==> src/rtl/multi_channel_soft_timer_bank_assert.svh <==
// assertion macros for the soft timer bank
// used by the top level; no other dependencies
`ifndef MULTI_CHANNEL_SOFT_TIMER_BANK_ASSERT_SVH
`define MULTI_CHANNEL_SOFT_TIMER_BANK_ASSERT_SVH
`ifndef SYNTHESIS
`define MCST_AST_IMP(name, clk, rst, ante, cons) \
  name: assert property (@(posedge clk) disable iff (rst) (ante) |-> (cons)) \
    else $error("timer bank check failed");
`define MCST_AST_NXT(name, clk, rst, ante, cons) \
  name: assert property (@(posedge clk) disable iff (rst) (ante) |=> (cons)) \
    else $error("timer bank check failed");
`else
`define MCST_AST_IMP(name, clk, rst, ante, cons)
`define MCST_AST_NXT(name, clk, rst, ante, cons)
`endif
`endif

==> src/rtl/mcst_pkg.sv <==
// shared constants, types and helpers for the soft timer bank
// no dependencies
package mcst_pkg;

  localparam int NUM_TIMERS = 8;
  localparam int TA_W       = (NUM_TIMERS > 1) ? $clog2(NUM_TIMERS) : 1;
  localparam int OP_W       = 3;
  localparam int IDX_W      = 3;
  localparam int VAL_W      = 32;
  localparam int ST_W       = 2;
  localparam int MASK_W     = 8;
  localparam int MB_W       = $clog2(MASK_W);
  localparam int CFG_IDX_W  = 2;
  localparam int CMP_W      = 8;

  typedef enum logic [OP_W-1:0] {
    OP_TICK       = 3'd0,
    OP_START      = 3'd1,
    OP_STOP       = 3'd2,
    OP_RESTART    = 3'd3,
    OP_SET_PERIOD = 3'd4,
    OP_QUERY      = 3'd5,
    OP_INIT       = 3'd6
  } op_t;

  typedef enum logic [ST_W-1:0] {
    TS_STOPPED = 2'd0,
    TS_RUNNING = 2'd1,
    TS_EXPIRED = 2'd2
  } tstat_t;

  localparam logic KIND_EVENT = 1'b0;
  localparam logic KIND_QUERY = 1'b1;

  localparam logic [CFG_IDX_W-1:0] CFG_PERIODIC   = 2'd0;
  localparam logic [CFG_IDX_W-1:0] CFG_AUTO_START = 2'd1;
  localparam logic [CFG_IDX_W-1:0] CFG_EVENT_EN   = 2'd2;

  typedef enum logic [2:0] {
    S_IDLE,
    S_RD,
    S_EV,
    S_QR,
    S_FLUSH,
    S_INIT
  } ctrl_state_t;

  typedef struct packed {
    logic [ST_W-1:0]  state;
    logic [VAL_W-1:0] period;
    logic [VAL_W-1:0] stamp;
  } tword_t;

  typedef struct packed {
    logic             kind;
    logic [IDX_W-1:0] which;
    logic [ST_W-1:0]  status;
    logic [VAL_W-1:0] remaining;
    logic             last;
  } result_t;

  typedef struct packed {
    logic latch;
    logic now_inc;
    logic scan_clr;
    logic scan_inc;
    logic rd_en;
    logic commit;
    logic q_load;
    logic flush;
    logic init_wr;
  } ctrl_cmd_t;

  typedef struct packed {
    logic [OP_W-1:0] op;
    logic            idx_ok;
    logic [OP_W-1:0] lop;
    logic            scan_last;
    logic            emit;
    logic            pend_valid;
    logic            out_free;
  } dp_stat_t;

  function automatic logic mask_bit(logic [MASK_W-1:0] m, logic [TA_W-1:0] i);
    logic r;
    r = 1'b0;
    if (CMP_W'(i) < CMP_W'(MASK_W)) r = m[MB_W'(i)];
    return r;
  endfunction

endpackage

==> src/rtl/mcst_in_if.sv <==
// command channel of the soft timer bank
// depends on mcst_pkg
interface mcst_in_if;
  import mcst_pkg::*;
  logic             valid;
  logic             ready;
  logic [OP_W-1:0]  op;
  logic [IDX_W-1:0] timer_index;
  logic [VAL_W-1:0] period_value;

  modport source (output valid, output op, output timer_index, output period_value,
                  input ready);
  modport sink (input valid, input op, input timer_index, input period_value,
                output ready);
endinterface

==> src/rtl/mcst_out_if.sv <==
// result channel of the soft timer bank
// depends on mcst_pkg
interface mcst_out_if;
  import mcst_pkg::*;
  logic             valid;
  logic             ready;
  logic             kind;
  logic [IDX_W-1:0] which_timer;
  logic [ST_W-1:0]  timer_status;
  logic [VAL_W-1:0] remaining;
  logic             last;

  modport source (output valid, output kind, output which_timer, output timer_status,
                  output remaining, output last, input ready);
  modport sink (input valid, input kind, input which_timer, input timer_status,
                input remaining, input last, output ready);
endinterface

==> src/rtl/mcst_cfg_if.sv <==
// register write channel of the soft timer bank
// depends on mcst_pkg
interface mcst_cfg_if;
  import mcst_pkg::*;
  logic                 valid;
  logic                 ready;
  logic [CFG_IDX_W-1:0] index;
  logic [MASK_W-1:0]    data;

  modport source (output valid, output index, output data, input ready);
  modport sink (input valid, input index, input data, output ready);
endinterface

==> src/rtl/mcst_ctrl.sv <==
// sequencer of the soft timer bank: accepts beats and steps the timer scan
// depends on mcst_pkg; drives the datapath through ctrl_cmd_t
module mcst_ctrl (
  input  logic                 clk,
  input  logic                 rst,
  input  logic                 in_valid,
  output logic                 in_ready,
  input  mcst_pkg::dp_stat_t   st,
  output mcst_pkg::ctrl_cmd_t  cmd
);
  import mcst_pkg::*;

  ctrl_state_t state;
  ctrl_state_t state_next;
  logic        ev_stall;

  always_ff @(posedge clk) begin
    if (rst) begin
      state <= S_IDLE;
    end else begin
      state <= state_next;
    end
  end

  assign ev_stall = (st.lop == OP_TICK) && st.emit && st.pend_valid && !st.out_free;

  always_comb begin
    state_next = state;
    cmd        = '0;
    in_ready   = 1'b0;
    case (state)
      S_IDLE: begin
        in_ready = 1'b1;
        if (in_valid) begin
          cmd.latch = 1'b1;
          case (op_t'(st.op))
            OP_TICK: begin
              cmd.now_inc  = 1'b1;
              cmd.scan_clr = 1'b1;
              state_next   = S_RD;
            end
            OP_START, OP_STOP, OP_RESTART, OP_SET_PERIOD: begin
              if (st.idx_ok) state_next = S_RD;
            end
            OP_QUERY: begin
              state_next = S_RD;
            end
            OP_INIT: begin
              cmd.scan_clr = 1'b1;
              state_next   = S_INIT;
            end
            default: ;
          endcase
        end
      end
      S_RD: begin
        cmd.rd_en  = 1'b1;
        state_next = S_EV;
      end
      S_EV: begin
        if (!ev_stall) begin
          cmd.commit = 1'b1;
          if (st.lop == OP_QUERY) begin
            state_next = S_QR;
          end else if (st.lop == OP_TICK) begin
            if (st.scan_last) begin
              state_next = S_FLUSH;
            end else begin
              cmd.scan_inc = 1'b1;
              state_next   = S_RD;
            end
          end else begin
            state_next = S_IDLE;
          end
        end
      end
      S_QR: begin
        cmd.q_load = 1'b1;
        state_next = S_FLUSH;
      end
      S_FLUSH: begin
        cmd.flush = 1'b1;
        if (!st.pend_valid || st.out_free) state_next = S_IDLE;
      end
      S_INIT: begin
        cmd.init_wr = 1'b1;
        if (st.scan_last) begin
          state_next = S_IDLE;
        end else begin
          cmd.scan_inc = 1'b1;
        end
      end
      default: state_next = S_IDLE;
    endcase
  end

endmodule

==> src/rtl/mcst_dp.sv <==
// datapath of the soft timer bank: tick counter, registers, timer memory,
// expiry check, pending result and output register; depends on mcst_pkg and the channels
module mcst_dp (
  input  logic                 clk,
  input  logic                 rst,
  mcst_in_if.sink              req,
  mcst_out_if.source           rsp,
  mcst_cfg_if.sink             cfg,
  input  mcst_pkg::ctrl_cmd_t  cmd,
  output mcst_pkg::dp_stat_t   st
);
  import mcst_pkg::*;

  logic [MASK_W-1:0]     periodic_mask;
  logic [MASK_W-1:0]     auto_start_mask;
  logic [MASK_W-1:0]     event_enable_mask;
  logic [VAL_W-1:0]      now_count;
  logic [OP_W-1:0]       lop;
  logic [IDX_W-1:0]      lidx;
  logic                  lidx_ok;
  logic [VAL_W-1:0]      lval;
  logic [TA_W-1:0]       scan;
  logic [TA_W-1:0]       addr;
  tword_t                mem [NUM_TIMERS];
  logic [NUM_TIMERS-1:0] written;
  tword_t                rd_word;
  logic                  rd_ok;
  tword_t                cur;
  tword_t                wdata;
  logic                  we;
  logic                  idx_ok;
  logic [VAL_W-1:0]      elapsed;
  logic [VAL_W-1:0]      q_elapsed;
  logic [VAL_W:0]        q_diff;
  logic                  hit;
  logic                  periodic;
  logic                  ev_en;
  logic                  auto_on;
  logic                  push_ev;
  logic                  move_mid;
  logic                  move_fin;
  logic                  out_free;
  result_t               ev_res;
  result_t               q_res;
  result_t               pend;
  logic                  pend_valid;
  result_t               out_d;
  result_t               out_q;
  logic                  out_valid;

  // register writes
  assign cfg.ready = 1'b1;

  always_ff @(posedge clk) begin
    if (rst) begin
      periodic_mask     <= '0;
      auto_start_mask   <= '0;
      event_enable_mask <= '1;
    end else if (cfg.valid) begin
      case (cfg.index)
        CFG_PERIODIC:   periodic_mask     <= cfg.data;
        CFG_AUTO_START: auto_start_mask   <= cfg.data;
        CFG_EVENT_EN:   event_enable_mask <= cfg.data;
        default: ;
      endcase
    end
  end

  always_ff @(posedge clk) begin
    if (rst) begin
      now_count <= '0;
    end else if (cmd.now_inc) begin
      now_count <= now_count + VAL_W'(1);
    end
  end

  assign idx_ok = CMP_W'(req.timer_index) < CMP_W'(NUM_TIMERS);

  always_ff @(posedge clk) begin
    if (cmd.latch) begin
      lop     <= req.op;
      lidx    <= req.timer_index;
      lval    <= req.period_value;
      lidx_ok <= idx_ok;
    end
  end

  always_ff @(posedge clk) begin
    if (rst) begin
      scan <= '0;
    end else if (cmd.scan_clr) begin
      scan <= '0;
    end else if (cmd.scan_inc) begin
      scan <= scan + TA_W'(1);
    end
  end

  assign addr = ((lop == OP_TICK) || (lop == OP_INIT)) ? scan : TA_W'(lidx);

  // timer memory, one read and one write port
  always_ff @(posedge clk) begin
    if (we) mem[addr] <= wdata;
    if (cmd.rd_en) rd_word <= mem[addr];
  end

  always_ff @(posedge clk) begin
    if (rst) begin
      written <= '0;
    end else if (we) begin
      written[addr] <= 1'b1;
    end
  end

  always_ff @(posedge clk) begin
    if (cmd.rd_en) rd_ok <= written[addr];
  end

  // entries never written read as stopped with zero period and stamp
  assign cur = (rd_ok && (lidx_ok || (lop == OP_TICK))) ? rd_word : '0;

  assign periodic = mask_bit(periodic_mask, scan);
  assign ev_en    = mask_bit(event_enable_mask, scan);
  assign auto_on  = mask_bit(auto_start_mask, scan);
  assign elapsed  = now_count - cur.stamp;
  assign hit      = (cur.state == TS_RUNNING) && !(elapsed < cur.period);

  always_comb begin
    wdata = cur;
    we    = 1'b0;
    if (cmd.init_wr) begin
      we           = 1'b1;
      wdata.state  = auto_on ? TS_RUNNING : TS_STOPPED;
      wdata.period = '0;
      wdata.stamp  = auto_on ? now_count : '0;
    end else if (cmd.commit) begin
      case (op_t'(lop))
        OP_TICK: begin
          if (hit) begin
            we = 1'b1;
            if (periodic) begin
              wdata.stamp = now_count;
            end else begin
              wdata.state = TS_EXPIRED;
            end
          end
        end
        OP_START, OP_RESTART: begin
          we          = 1'b1;
          wdata.state = TS_RUNNING;
          wdata.stamp = now_count;
        end
        OP_STOP: begin
          we          = 1'b1;
          wdata.state = TS_STOPPED;
        end
        OP_SET_PERIOD: begin
          we           = 1'b1;
          wdata.period = lval;
        end
        default: ;
      endcase
    end
  end

  always_ff @(posedge clk) begin
    if (cmd.commit && (lop == OP_QUERY)) q_elapsed <= elapsed;
  end

  assign q_diff = {1'b0, cur.period} - {1'b0, q_elapsed};

  always_comb begin
    ev_res           = '0;
    ev_res.kind      = KIND_EVENT;
    ev_res.which     = IDX_W'(scan);
    ev_res.status    = periodic ? TS_RUNNING : TS_EXPIRED;
    ev_res.remaining = periodic ? cur.period : '0;
    q_res            = '0;
    q_res.kind       = KIND_QUERY;
    q_res.which      = lidx;
    q_res.status     = cur.state;
    q_res.remaining  = ((cur.state == TS_RUNNING) && !q_diff[VAL_W]) ?
                       q_diff[VAL_W-1:0] : '0;
  end

  // pending result holds one beat until it is known whether it is the last
  assign out_free = !out_valid || rsp.ready;
  assign push_ev  = cmd.commit && (lop == OP_TICK) && hit && ev_en;
  assign move_mid = push_ev && pend_valid;
  assign move_fin = cmd.flush && pend_valid && out_free;

  always_ff @(posedge clk) begin
    if (rst) begin
      pend_valid <= 1'b0;
    end else if (push_ev || cmd.q_load) begin
      pend_valid <= 1'b1;
    end else if (move_fin) begin
      pend_valid <= 1'b0;
    end
  end

  always_ff @(posedge clk) begin
    if (push_ev) begin
      pend <= ev_res;
    end else if (cmd.q_load) begin
      pend <= q_res;
    end
  end

  always_ff @(posedge clk) begin
    if (rst) begin
      out_valid <= 1'b0;
    end else if (move_mid || move_fin) begin
      out_valid <= 1'b1;
    end else if (rsp.ready) begin
      out_valid <= 1'b0;
    end
  end

  always_comb begin
    out_d      = pend;
    out_d.last = move_fin;
  end

  always_ff @(posedge clk) begin
    if (move_mid || move_fin) begin
      out_q <= out_d;
    end
  end

  assign rsp.valid        = out_valid;
  assign rsp.kind         = out_q.kind;
  assign rsp.which_timer  = out_q.which;
  assign rsp.timer_status = out_q.status;
  assign rsp.remaining    = out_q.remaining;
  assign rsp.last         = out_q.last;

  always_comb begin
    st            = '0;
    st.op         = req.op;
    st.idx_ok     = idx_ok;
    st.lop        = lop;
    st.scan_last  = (scan == TA_W'(NUM_TIMERS - 1));
    st.emit       = hit && ev_en;
    st.pend_valid = pend_valid;
    st.out_free   = out_free;
  end

endmodule

==> src/rtl/multi_channel_soft_timer_bank.sv <==
// top level of the soft timer bank: sequencer plus datapath
// depends on mcst_pkg, the channel interfaces, mcst_ctrl, mcst_dp and the assertion macros
//
//   channel  role    beat contents
//   req      sink    op, timer_index, period_value
//   rsp      source  kind, which_timer, timer_status, remaining, last
//   cfg      sink    index, data (always ready)
//
// tick: per timer one memory read state (S_RD) and one evaluate state (S_EV) on the timer
// memory, then S_FLUSH; start, stop, restart, set period: S_RD then S_EV; query: S_RD, S_EV,
// S_QR, then S_FLUSH; init: one S_INIT write per timer; others stay in S_IDLE
// a stalled rsp holds the scan only when a second expiry beat has nowhere to go
// reset clears per-entry written bits, no clearing pass
`include "multi_channel_soft_timer_bank_assert.svh"
module multi_channel_soft_timer_bank (
  input logic        clk,
  input logic        rst,
  mcst_in_if.sink    req,
  mcst_out_if.source rsp,
  mcst_cfg_if.sink   cfg
);
  import mcst_pkg::*;

  ctrl_cmd_t cmd;
  dp_stat_t  st;
  logic      in_ready;
  logic      rsp_expired;

  assign req.ready = in_ready;

  mcst_ctrl u_ctrl (
    .clk      (clk),
    .rst      (rst),
    .in_valid (req.valid),
    .in_ready (in_ready),
    .st       (st),
    .cmd      (cmd)
  );

  mcst_dp u_dp (
    .clk (clk),
    .rst (rst),
    .req (req),
    .rsp (rsp),
    .cfg (cfg),
    .cmd (cmd),
    .st  (st)
  );

  assign rsp_expired = rsp.valid && (rsp.timer_status == TS_EXPIRED);

  `MCST_AST_IMP(a_idle_no_pend, clk, rst, req.ready, !st.pend_valid)
  `MCST_AST_IMP(a_query_last, clk, rst, rsp.valid && (rsp.kind == KIND_QUERY), rsp.last)
  `MCST_AST_IMP(a_expired_zero, clk, rst, rsp_expired, rsp.remaining == '0)
  `MCST_AST_NXT(a_query_busy, clk, rst, req.valid && req.ready && (req.op == OP_QUERY), !req.ready)

endmodule

==> src/flat_wrapper.sv <==
// flat-port wrapper written by rule: the top's interface ports become plain ports
module multi_channel_soft_timer_bank_flat import mcst_pkg::*;
  (clk, rst, req_valid, req_op, req_timer_index, req_period_value, req_ready, rsp_valid, rsp_kind, rsp_which_timer, rsp_timer_status, rsp_remaining, rsp_last, rsp_ready, cfg_valid, cfg_index, cfg_data, cfg_ready);
  mcst_in_if req_i ();
  mcst_out_if rsp_i ();
  mcst_cfg_if cfg_i ();
  input logic clk;
  input logic rst;
  input wire logic [$bits(req_i.valid)-1:0] req_valid;
  input wire logic [$bits(req_i.op)-1:0] req_op;
  input wire logic [$bits(req_i.timer_index)-1:0] req_timer_index;
  input wire logic [$bits(req_i.period_value)-1:0] req_period_value;
  output wire logic [$bits(req_i.ready)-1:0] req_ready;
  output wire logic [$bits(rsp_i.valid)-1:0] rsp_valid;
  output wire logic [$bits(rsp_i.kind)-1:0] rsp_kind;
  output wire logic [$bits(rsp_i.which_timer)-1:0] rsp_which_timer;
  output wire logic [$bits(rsp_i.timer_status)-1:0] rsp_timer_status;
  output wire logic [$bits(rsp_i.remaining)-1:0] rsp_remaining;
  output wire logic [$bits(rsp_i.last)-1:0] rsp_last;
  input wire logic [$bits(rsp_i.ready)-1:0] rsp_ready;
  input wire logic [$bits(cfg_i.valid)-1:0] cfg_valid;
  input wire logic [$bits(cfg_i.index)-1:0] cfg_index;
  input wire logic [$bits(cfg_i.data)-1:0] cfg_data;
  output wire logic [$bits(cfg_i.ready)-1:0] cfg_ready;
  assign req_i.valid = req_valid;
  assign req_i.op = req_op;
  assign req_i.timer_index = req_timer_index;
  assign req_i.period_value = req_period_value;
  assign req_ready = req_i.ready;
  assign rsp_valid = rsp_i.valid;
  assign rsp_kind = rsp_i.kind;
  assign rsp_which_timer = rsp_i.which_timer;
  assign rsp_timer_status = rsp_i.timer_status;
  assign rsp_remaining = rsp_i.remaining;
  assign rsp_last = rsp_i.last;
  assign rsp_i.ready = rsp_ready;
  assign cfg_i.valid = cfg_valid;
  assign cfg_i.index = cfg_index;
  assign cfg_i.data = cfg_data;
  assign cfg_ready = cfg_i.ready;
  multi_channel_soft_timer_bank u_core (.clk(clk), .rst(rst), .req(req_i), .rsp(rsp_i), .cfg(cfg_i));
endmodule
==> config.mk <==
export PLATFORM = sky130hd
export DESIGN_NAME = multi_channel_soft_timer_bank_flat
export DESIGN_NICKNAME = d
export VERILOG_FILES = /design/src/rtl/mcst_pkg.sv /design/src/rtl/mcst_in_if.sv /design/src/rtl/mcst_out_if.sv /design/src/rtl/mcst_cfg_if.sv /design/src/rtl/mcst_ctrl.sv /design/src/rtl/mcst_dp.sv /design/src/rtl/multi_channel_soft_timer_bank.sv /design/src/flat_wrapper.sv
export VERILOG_INCLUDE_DIRS = /design/src /design/src/rtl
export SDC_FILE = /design/constraint.sdc
export NUM_CORES = 1
export LEC_CHECK = 0
export BUFFER_PORTS_ARGS = -buffer_cell sky130_fd_sc_hd__buf_4
export CAP_MARGIN = 0
export CORE_AREA = 2 2 255 257
export CTS_BUF_LIST = sky130_fd_sc_hd__clkbuf_8 sky130_fd_sc_hd__clkbuf_16
export DETAILED_ROUTE_END_ITERATION = 16
export DIE_AREA = 0 0 257 259
export GPL_ROUTABILITY_DRIVEN = 0
export PLACE_DENSITY = 0.8
export REMOVE_ABC_BUFFERS = 1
export SLEW_MARGIN = 10
export SYNTH_ARGS = -nofsm -noshare
export SYNTH_HDL_FRONTEND = slang
export SYNTH_SLANG_ARGS = --single-unit
==> constraint.sdc <==
create_clock -name clk -period 8.3 [get_ports clk]
set_clock_uncertainty 0.05 [all_clocks]
set_input_delay 0.83 -clock clk [delete_from_list [all_inputs] [get_ports clk]]
set_output_delay 0.83 -clock clk [all_outputs]
set_load 0.005 [all_outputs]
==> results of run 1 <==
## routing by layer
metal | vias to the layer above | part of all wire (%) | global-route usage [%]
li1 | 10007 | - | -
met1 | 11590 | 37 | 37.7
met2 | 1848 | 45 | 42.8
met3 | 333 | 14 | 7.08
met4 | 0 | 4.5 | 13.9
met5 | - | 0 | 0
## worst max-delay path: cells and delay by family (launching register included)
family,cells,cell delay (ns)
adders and majority gates,2,0.81
AOI/OAI and AO/OA,12,3.34
and+or+nand+nor,5,1.47
buffers and inverters,4,1.43
DFF,1,0.39
## placed cells by master, fill, tap and decap left out, types with 73 or more instances in the layout
master     count
a21oi_1      172
a22oi_1      122
buf_4        139
clkbuf_16     80
dfxtp_1       73
edfxtp_1     741
ha_1          97
inv_1        119
nand2_1      345
nor2_1       114
## cell type report
class                      count  area, um^2  share of cell area, %
clock buffer                  84        2060                   5.24
clock inverter                60         494                   1.26
inverter                      95         357                  0.908
multi-input combinational   1528       10500                   26.7
sequential                   814       23700                   60.4
tap                          855        1070                   2.72
timing repair buffer         141        1080                   2.76
## sequential cells by signal, summed over array words and instances (netlist names), 8 cells and up
signal,flops
u_core.u_dp.auto_start_mask,8
u_core.u_dp.written,8
u_core.u_dp.mem,528
u_core.u_dp.event_enable_mask,8
u_core.u_dp.rsp.remaining,32
u_core.u_dp.now_count,32
u_core.u_dp.rd_word,66
u_core.u_dp.lval,32
u_core.u_dp.q_elapsed,32
u_core.u_dp.out_d,38
u_core.u_dp.periodic_mask,8
## worst paths after layout
path	from	end	slack [ns]	cells past startpoint
max	u_core.u_dp.rd_ok$_DFFE_PP_	u_core.u_dp.mem[4][41]$_DFFE_PP_	0.31	23
min	req_period_value[11]	u_core.u_dp.lval[11]$_DFFE_PP_	0.28	1
max reg2reg	u_core.u_dp.rd_ok$_DFFE_PP_	u_core.u_dp.mem[4][41]$_DFFE_PP_	0.31	23
min reg2reg	u_core.u_dp.out_d[25]$_DFFE_PP_	u_core.u_dp.rsp.remaining[24]$_DFFE_PP_	0.35	0
## through the flow
stage / power [uW] / area [um^2] / TNS [ns] / hold WS [ns] / std cells
after CTS: 9910 / 39300 / 0 / 0.265 / 3577
after detailed placement: 6450 / 36700 / 0 / 0.355 / 3433
after global routing: 10200 / 39300 / 0 / 0.269 / 3577
final: 9950 / 39300 / 0 / 0.279 / 3577
after floorplan: 5840 / 34400 / -646.21 / 0.350 / 2437
after global placement: 6380 / 36700 / 0 / 0.354 / 3433
## report_power, final
part / leakage [uW] / total [uW] / internal, uW / switching, uW
sequential: 0.00742 / 4840 / 4750 / 88.3
combinational: 0.00529 / 1600 / 496 / 1110
clock: 0.00134 / 3510 / 1960 / 1550
total: 0.0141 / 9950 / 7210 / 2740
## cells by family after synthesis
| logic type | count (synthesis) | synth area share (%) |
|---|---|---|
| AO/OA/AOI/OAI | 610 | 12.4 |
| XOR/XNOR | 76 | 1.91 |
| adder cells (fa/ha/maj) | 99 | 3.59 |
| buffers and inverters | 215 | 2.47 |
| flip-flops | 814 | 68.0 |
| multiplexers | 60 | 2.88 |
| other | 1 | 0.0107 |
| AND/OR/NAND/NOR | 682 | 8.79 |
==> results.py, run 1 <==
metrics = {
    "min_path": {
        "holdCritPathClass": "in -> reg",
    },
    "grt": {
        "grt_pass1_vias": 23329,
        "grt_max_degree": 72,
        "antenna_found_initial": 0,
        "grt_pass1_wl_mm": 140,
        "overflow": 0,
        "gr-usage-all-layers_pct": 28.0,
    },
    "floorplanning": {
        "die_area_um2": 66600,
        "die_w_um": 257,
        "io_pins": 95,
        "start_util_pct": 54.6,
        "die_h_um": 259,
        "core_area_um2": 63900,
        "row_count": 93,
    },
    "drt": {
        "drc": 0,
        "drt_wl_total_mm": 94.7,
        "drt_pass1_iterations": 6,
        "drtIter0Drc": 3602,
        "num_vias": 23778,
        "drtAntennaViolNets": 0,
        "wl_per_cell_um": 26.5,
        "avgViaCountPerCell": 6.65,
    },
    "critical_path": {
        "worstSetupEndpointType": "register",
        "crit_slowest_cell": "nor2_4",
        "path_max_fanout": 71,
        "critPathLaunchType": "register",
        "critical_path.cell_chain": "buf_12, nand2_1, fa_1, a211oi_1, nor2_1, o41a_1, a22oi_1, o31ai_1, a21boi_0, o2111a_1, nor4b_1, nand4b_1, ha_1, a21o_1, a21o_1, a2111oi_1, buf_4, a21oi_2, a21o_1, a31oi_2, buf_4, nor2_4, buf_4",
        "crit_path_max_incr_delay_ns": 0.84,
        "worstPathArrival_ns": 8.22,
        "critPathRequiredTime_ns": 8.53,
        "crit_type": "reg -> reg",
    },
    "logic_synthesis": {
        "ys_async_sr_fraction_pct": 0,
        "synth-edff-count": 741,
        "mappedNetlistArea_um2": 34900,
        "postSynthAreaPerCell_um2": 13.6,
        "netlist_top_cells_area": "edfxtp_1 (64%), dfxtp_1 (4.2%), nand2_1 (3.7%)",
        "yosysWarningCount": 0,
        "synth_seq_cells": 814,
        "synth_top_cells_by_count": "edfxtp_1 (741), nand2_1 (345), a21oi_1 (172)",
        "synth_largest_area_cell": "edfxtp_1",
        "netlist.area_leader.share_pct": 63.8,
        "yosysMostFrequentCell": "edfxtp_1",
        "ys_seq_area_share_pct": 68.0,
        "synth.distinct_cells": 85,
        "synth_top_flop_cell": "edfxtp_1",
        "syn-instance-count": 2557,
    },
    "timing": {
        "fin_crit_sh_pct": 96.3,
        "period_needed_ns": 7.99,
        "drv_slew": 0,
        "setup_viol": 0,
        "max-slew-margin-rel_pct": 6.22,
        "tightest_slew_ns": 1.41,
        "fin_ws_ns": 0.307,
        "hold_viol_final": 0,
        "max_freq_mhz": 125,
        "rsz0062_at_grt": "no",
    },
    "cts": {
        "clock_sinks": 814,
        "cts_tree": "yes",
        "cts-resized-gates": 0,
        "postCtsSetupBuffers": 0,
        "clk_latency_ns": 0.68,
        "clockBufferDepth": 3,
        "cts_made_buffers": 79,
        "clk_pin_slew_ns": 0.06,
        "h-tree-depth": 3,
        "holdBufCountCts": 0,
        "cts_root_buffer": "clkbuf_16",
    },
    "cells_and_area": {
        "final_nets": 2811,
        "area_delta_synth_final_pct": 12.6,
        "diodes": 0,
        "final_util_pct": 61.5,
        "nFillCells": 4562,
        "layout-drive-gt1-share_pct": 12.2,
    },
    "power_and_ir_drop": {
        "irDropWorstVdd_v": 0.000186,
        "p_leak_uw": 0.0141,
        "p_per_area_nw_per_um2": 253,
    },
    "status": {
        "status": "completed",
    },
    "placement": {
        "portBuffers": 93,
        "dp_hpwl_mm": 59.0,
        "dp_slack_ns": 0.652,
    },
    "job": {
        "drv_cap": 0,
    },
}
(Power assumes the default switching activity.)
==> run 2, diff against run 1 <==
- ABC_AREA: not set -> 1
- BUFFER_PORTS_ARGS: -buffer_cell sky130_fd_sc_hd__buf_4 -> -buffer_cell sky130_fd_sc_hd__buf_2
- CORE_AREA: 2 2 255 257 -> 2 2 261 263
- DIE_AREA: 0 0 257 259 -> 0 0 263 265
==> results.py, run 2 <==
metrics = {
    "placement": {
        "dp_slack_ns": 1.63,
        "portBuffers": 93,
        "dp_hpwl_mm": 64.8,
    },
    "min_path": {
        "holdCritPathClass": "in -> reg",
    },
    "logic_synthesis": {
        "synth_seq_cells": 814,
        "synth_largest_area_cell": "edfxtp_1",
        "ys_seq_area_share_pct": 65.3,
        "postSynthAreaPerCell_um2": 11.4,
        "ys_async_sr_fraction_pct": 0,
        "synth-edff-count": 741,
        "syn-instance-count": 3178,
        "yosysMostFrequentCell": "edfxtp_1",
        "synth_top_flop_cell": "edfxtp_1",
        "synth.distinct_cells": 56,
        "netlist_top_cells_area": "edfxtp_1 (61%), nand2_1 (7.0%), a22oi_1 (4.0%)",
        "netlist.area_leader.share_pct": 61.2,
        "yosysWarningCount": 0,
        "synth_top_cells_by_count": "edfxtp_1 (741), nand2_1 (674), inv_1 (242)",
        "mappedNetlistArea_um2": 36300,
    },
    "power_and_ir_drop": {
        "p_leak_uw": 0.0153,
        "p_per_area_nw_per_um2": 244,
        "power_uw": 9800,
        "irDropWorstVdd_v": 0.000183,
    },
    "cts": {
        "cts-resized-gates": 0,
        "cts_tree": "yes",
        "clk_pin_slew_ns": 0.06,
        "holdBufCountCts": 0,
        "clock_sinks": 814,
        "cts_made_buffers": 81,
        "clk_latency_ns": 0.65,
        "cts_root_buffer": "clkbuf_16",
        "clockBufferDepth": 3,
        "h-tree-depth": 3,
        "postCtsSetupBuffers": 0,
    },
    "cells_and_area": {
        "area_delta_synth_final_pct": 10.4,
        "layout-drive-gt1-share_pct": 9.76,
        "final_nets": 3416,
        "regMostFlops": "u_core.u_dp.mem",
        "layout_common_cells": "edfxtp_1 (741), nand2_1 (672), inv_1 (245)",
        "diodes": 0,
        "largest_register_ffs": 528,
        "final_common_cell": "edfxtp_1",
        "nFillCells": 4982,
    },
    "timing": {
        "fin_crit_sh_pct": 84.0,
        "rsz0062_at_grt": "no",
        "tightest_slew_ns": 1.48,
        "setup_viol": 0,
        "max-slew-margin-rel_pct": 0.336,
        "fin_tns_setup_ns": 0,
        "drv_slew": 0,
        "max_freq_mhz": 143,
        "hold_viol_final": 0,
        "period_needed_ns": 6.97,
        "fin_ws_ns": 1.33,
    },
    "floorplanning": {
        "die_w_um": 263,
        "start_util_pct": 54.4,
        "core_area_um2": 66800,
        "die_area_um2": 69700,
        "io_pins": 95,
        "die_h_um": 265,
        "row_count": 95,
    },
    "drt": {
        "drtIter0Drc": 4701,
        "drtAntennaViolNets": 0,
        "avgViaCountPerCell": 6.29,
        "drt_pass1_iterations": 6,
        "wl_per_cell_um": 24.1,
        "drt_wl_total_mm": 101,
        "num_vias": 26413,
        "drc": 0,
    },
    "critical_path": {
        "critPathLaunchType": "register",
        "path_max_fanout": 33,
        "crit_type": "reg -> reg",
        "critPathRequiredTime_ns": 8.56,
        "worstPathArrival_ns": 7.23,
        "worstSetupEndpointType": "register",
    },
    "grt": {
        "grt_max_degree": 69,
        "gr-usage-all-layers_pct": 28.8,
        "overflow": 0,
        "grt_pass1_wl_mm": 152,
        "antenna_found_initial": 3,
        "grt_pass1_vias": 24919,
    },
    "status": {
        "status": "finished, violations left",
        "violations": "capacitance limit",
    },
    "job": {
        "drv_cap": 1,
    },
}
## run 2: cell count changes after synthesis, sizes merged, moves of 74 or more
cell,previous run,this run
nand2,345,680
inv,95,258
o21ai,47,189
nand3,62,150
nor2,126,213
a22oi,122,196
## run 2: logic make-up after synthesis
logic type               synth area share [%]
AO/OA/AOI/OAI                            10.8
adder cells (fa/ha/maj)                  3.45
XOR/XNOR                                 1.74
buffers and inverters                    4.58
other                                  0.0103
AND/OR/NAND/NOR                          14.1
flip-flops                               65.3
## run 2: stage by stage
stage	hold WS [ns]	cell area, um^2	cells	util, %
2_1_floorplan	0.350	35700	3049	-
3_3_place_gp	0.351	37500	4054	56.2
3_5_place_dp	0.356	37500	4054	56.2
4_1_cts	0.292	40100	4202	60.1
5_1_grt	0.297	40100	4202	60.1
6_report	0.308	40100	4202	60.1
## run 2: path summary, 6_finish.rpt
path	start	to	slack [ns]	cells after the start
max	u_core.u_dp.rd_ok$_DFFE_PP_	u_core.u_dp.mem[7][41]$_DFFE_PP_	1.33	24
min reg2reg	u_core.u_dp.out_d[3]$_DFFE_PP_	u_core.u_dp.rsp.remaining[2]$_DFFE_PP_	0.34	0
min	req_period_value[8]	u_core.u_dp.lval[8]$_DFFE_PP_	0.31	1
max reg2reg	u_core.u_dp.rd_ok$_DFFE_PP_	u_core.u_dp.mem[7][41]$_DFFE_PP_	1.33	24
## run 2: layer usage
layer  GRT usage, %  up-vias  routed length (um)
met5              0        -                   0
met4           11.2        0                3560
met3           7.77      285               14900
met2           42.8     1938               44500
met1           40.6    12572               38300
li1               -    11618                   -
## run 2: power breakdown
group	internal, uW	switching [uW]	total, uW
clock network	1980	1590	3570
registers	4730	83.1	4810
logic	388	1030	1420
## run 2: final cells by class
type                            count  area, um^2  share of cell area (%)
Clock buffer                       83        2070                    5.15
Clock inverter                     65         513                    1.28
Inverter                          261         992                    2.47
Multi-Input combinational cell   1974       11000                    27.3
Sequential cell                   814       23700                    59.1
Tap cell                          873        1090                    2.72
Timing Repair Buffer              132         771                    1.92
## run 2: worst max-delay path, stage by stage (launching register included)
cell and delay (ns):
edfxtp_1 0.52, buf_4 0.27, nand2_1 0.10, ha_1 0.36, nand3_1 0.10, nand2_1 0.12
a21oi_1 0.12, o21ai_0 0.46, a31oi_1 0.22, o21ai_0 0.30, a21oi_1 0.13, xnor2_1 0.26
ha_1 0.30, a21oi_1 0.18, o21ai_0 0.12, nand2_1 0.07, nand3_1 0.06, a21oi_1 0.16
nand2_2 0.27, nand4_4 0.21, nand2_4 0.20, nor2_4 0.70, clkinv_2 0.73, nor2_1 0.34
nor2_1 0.20
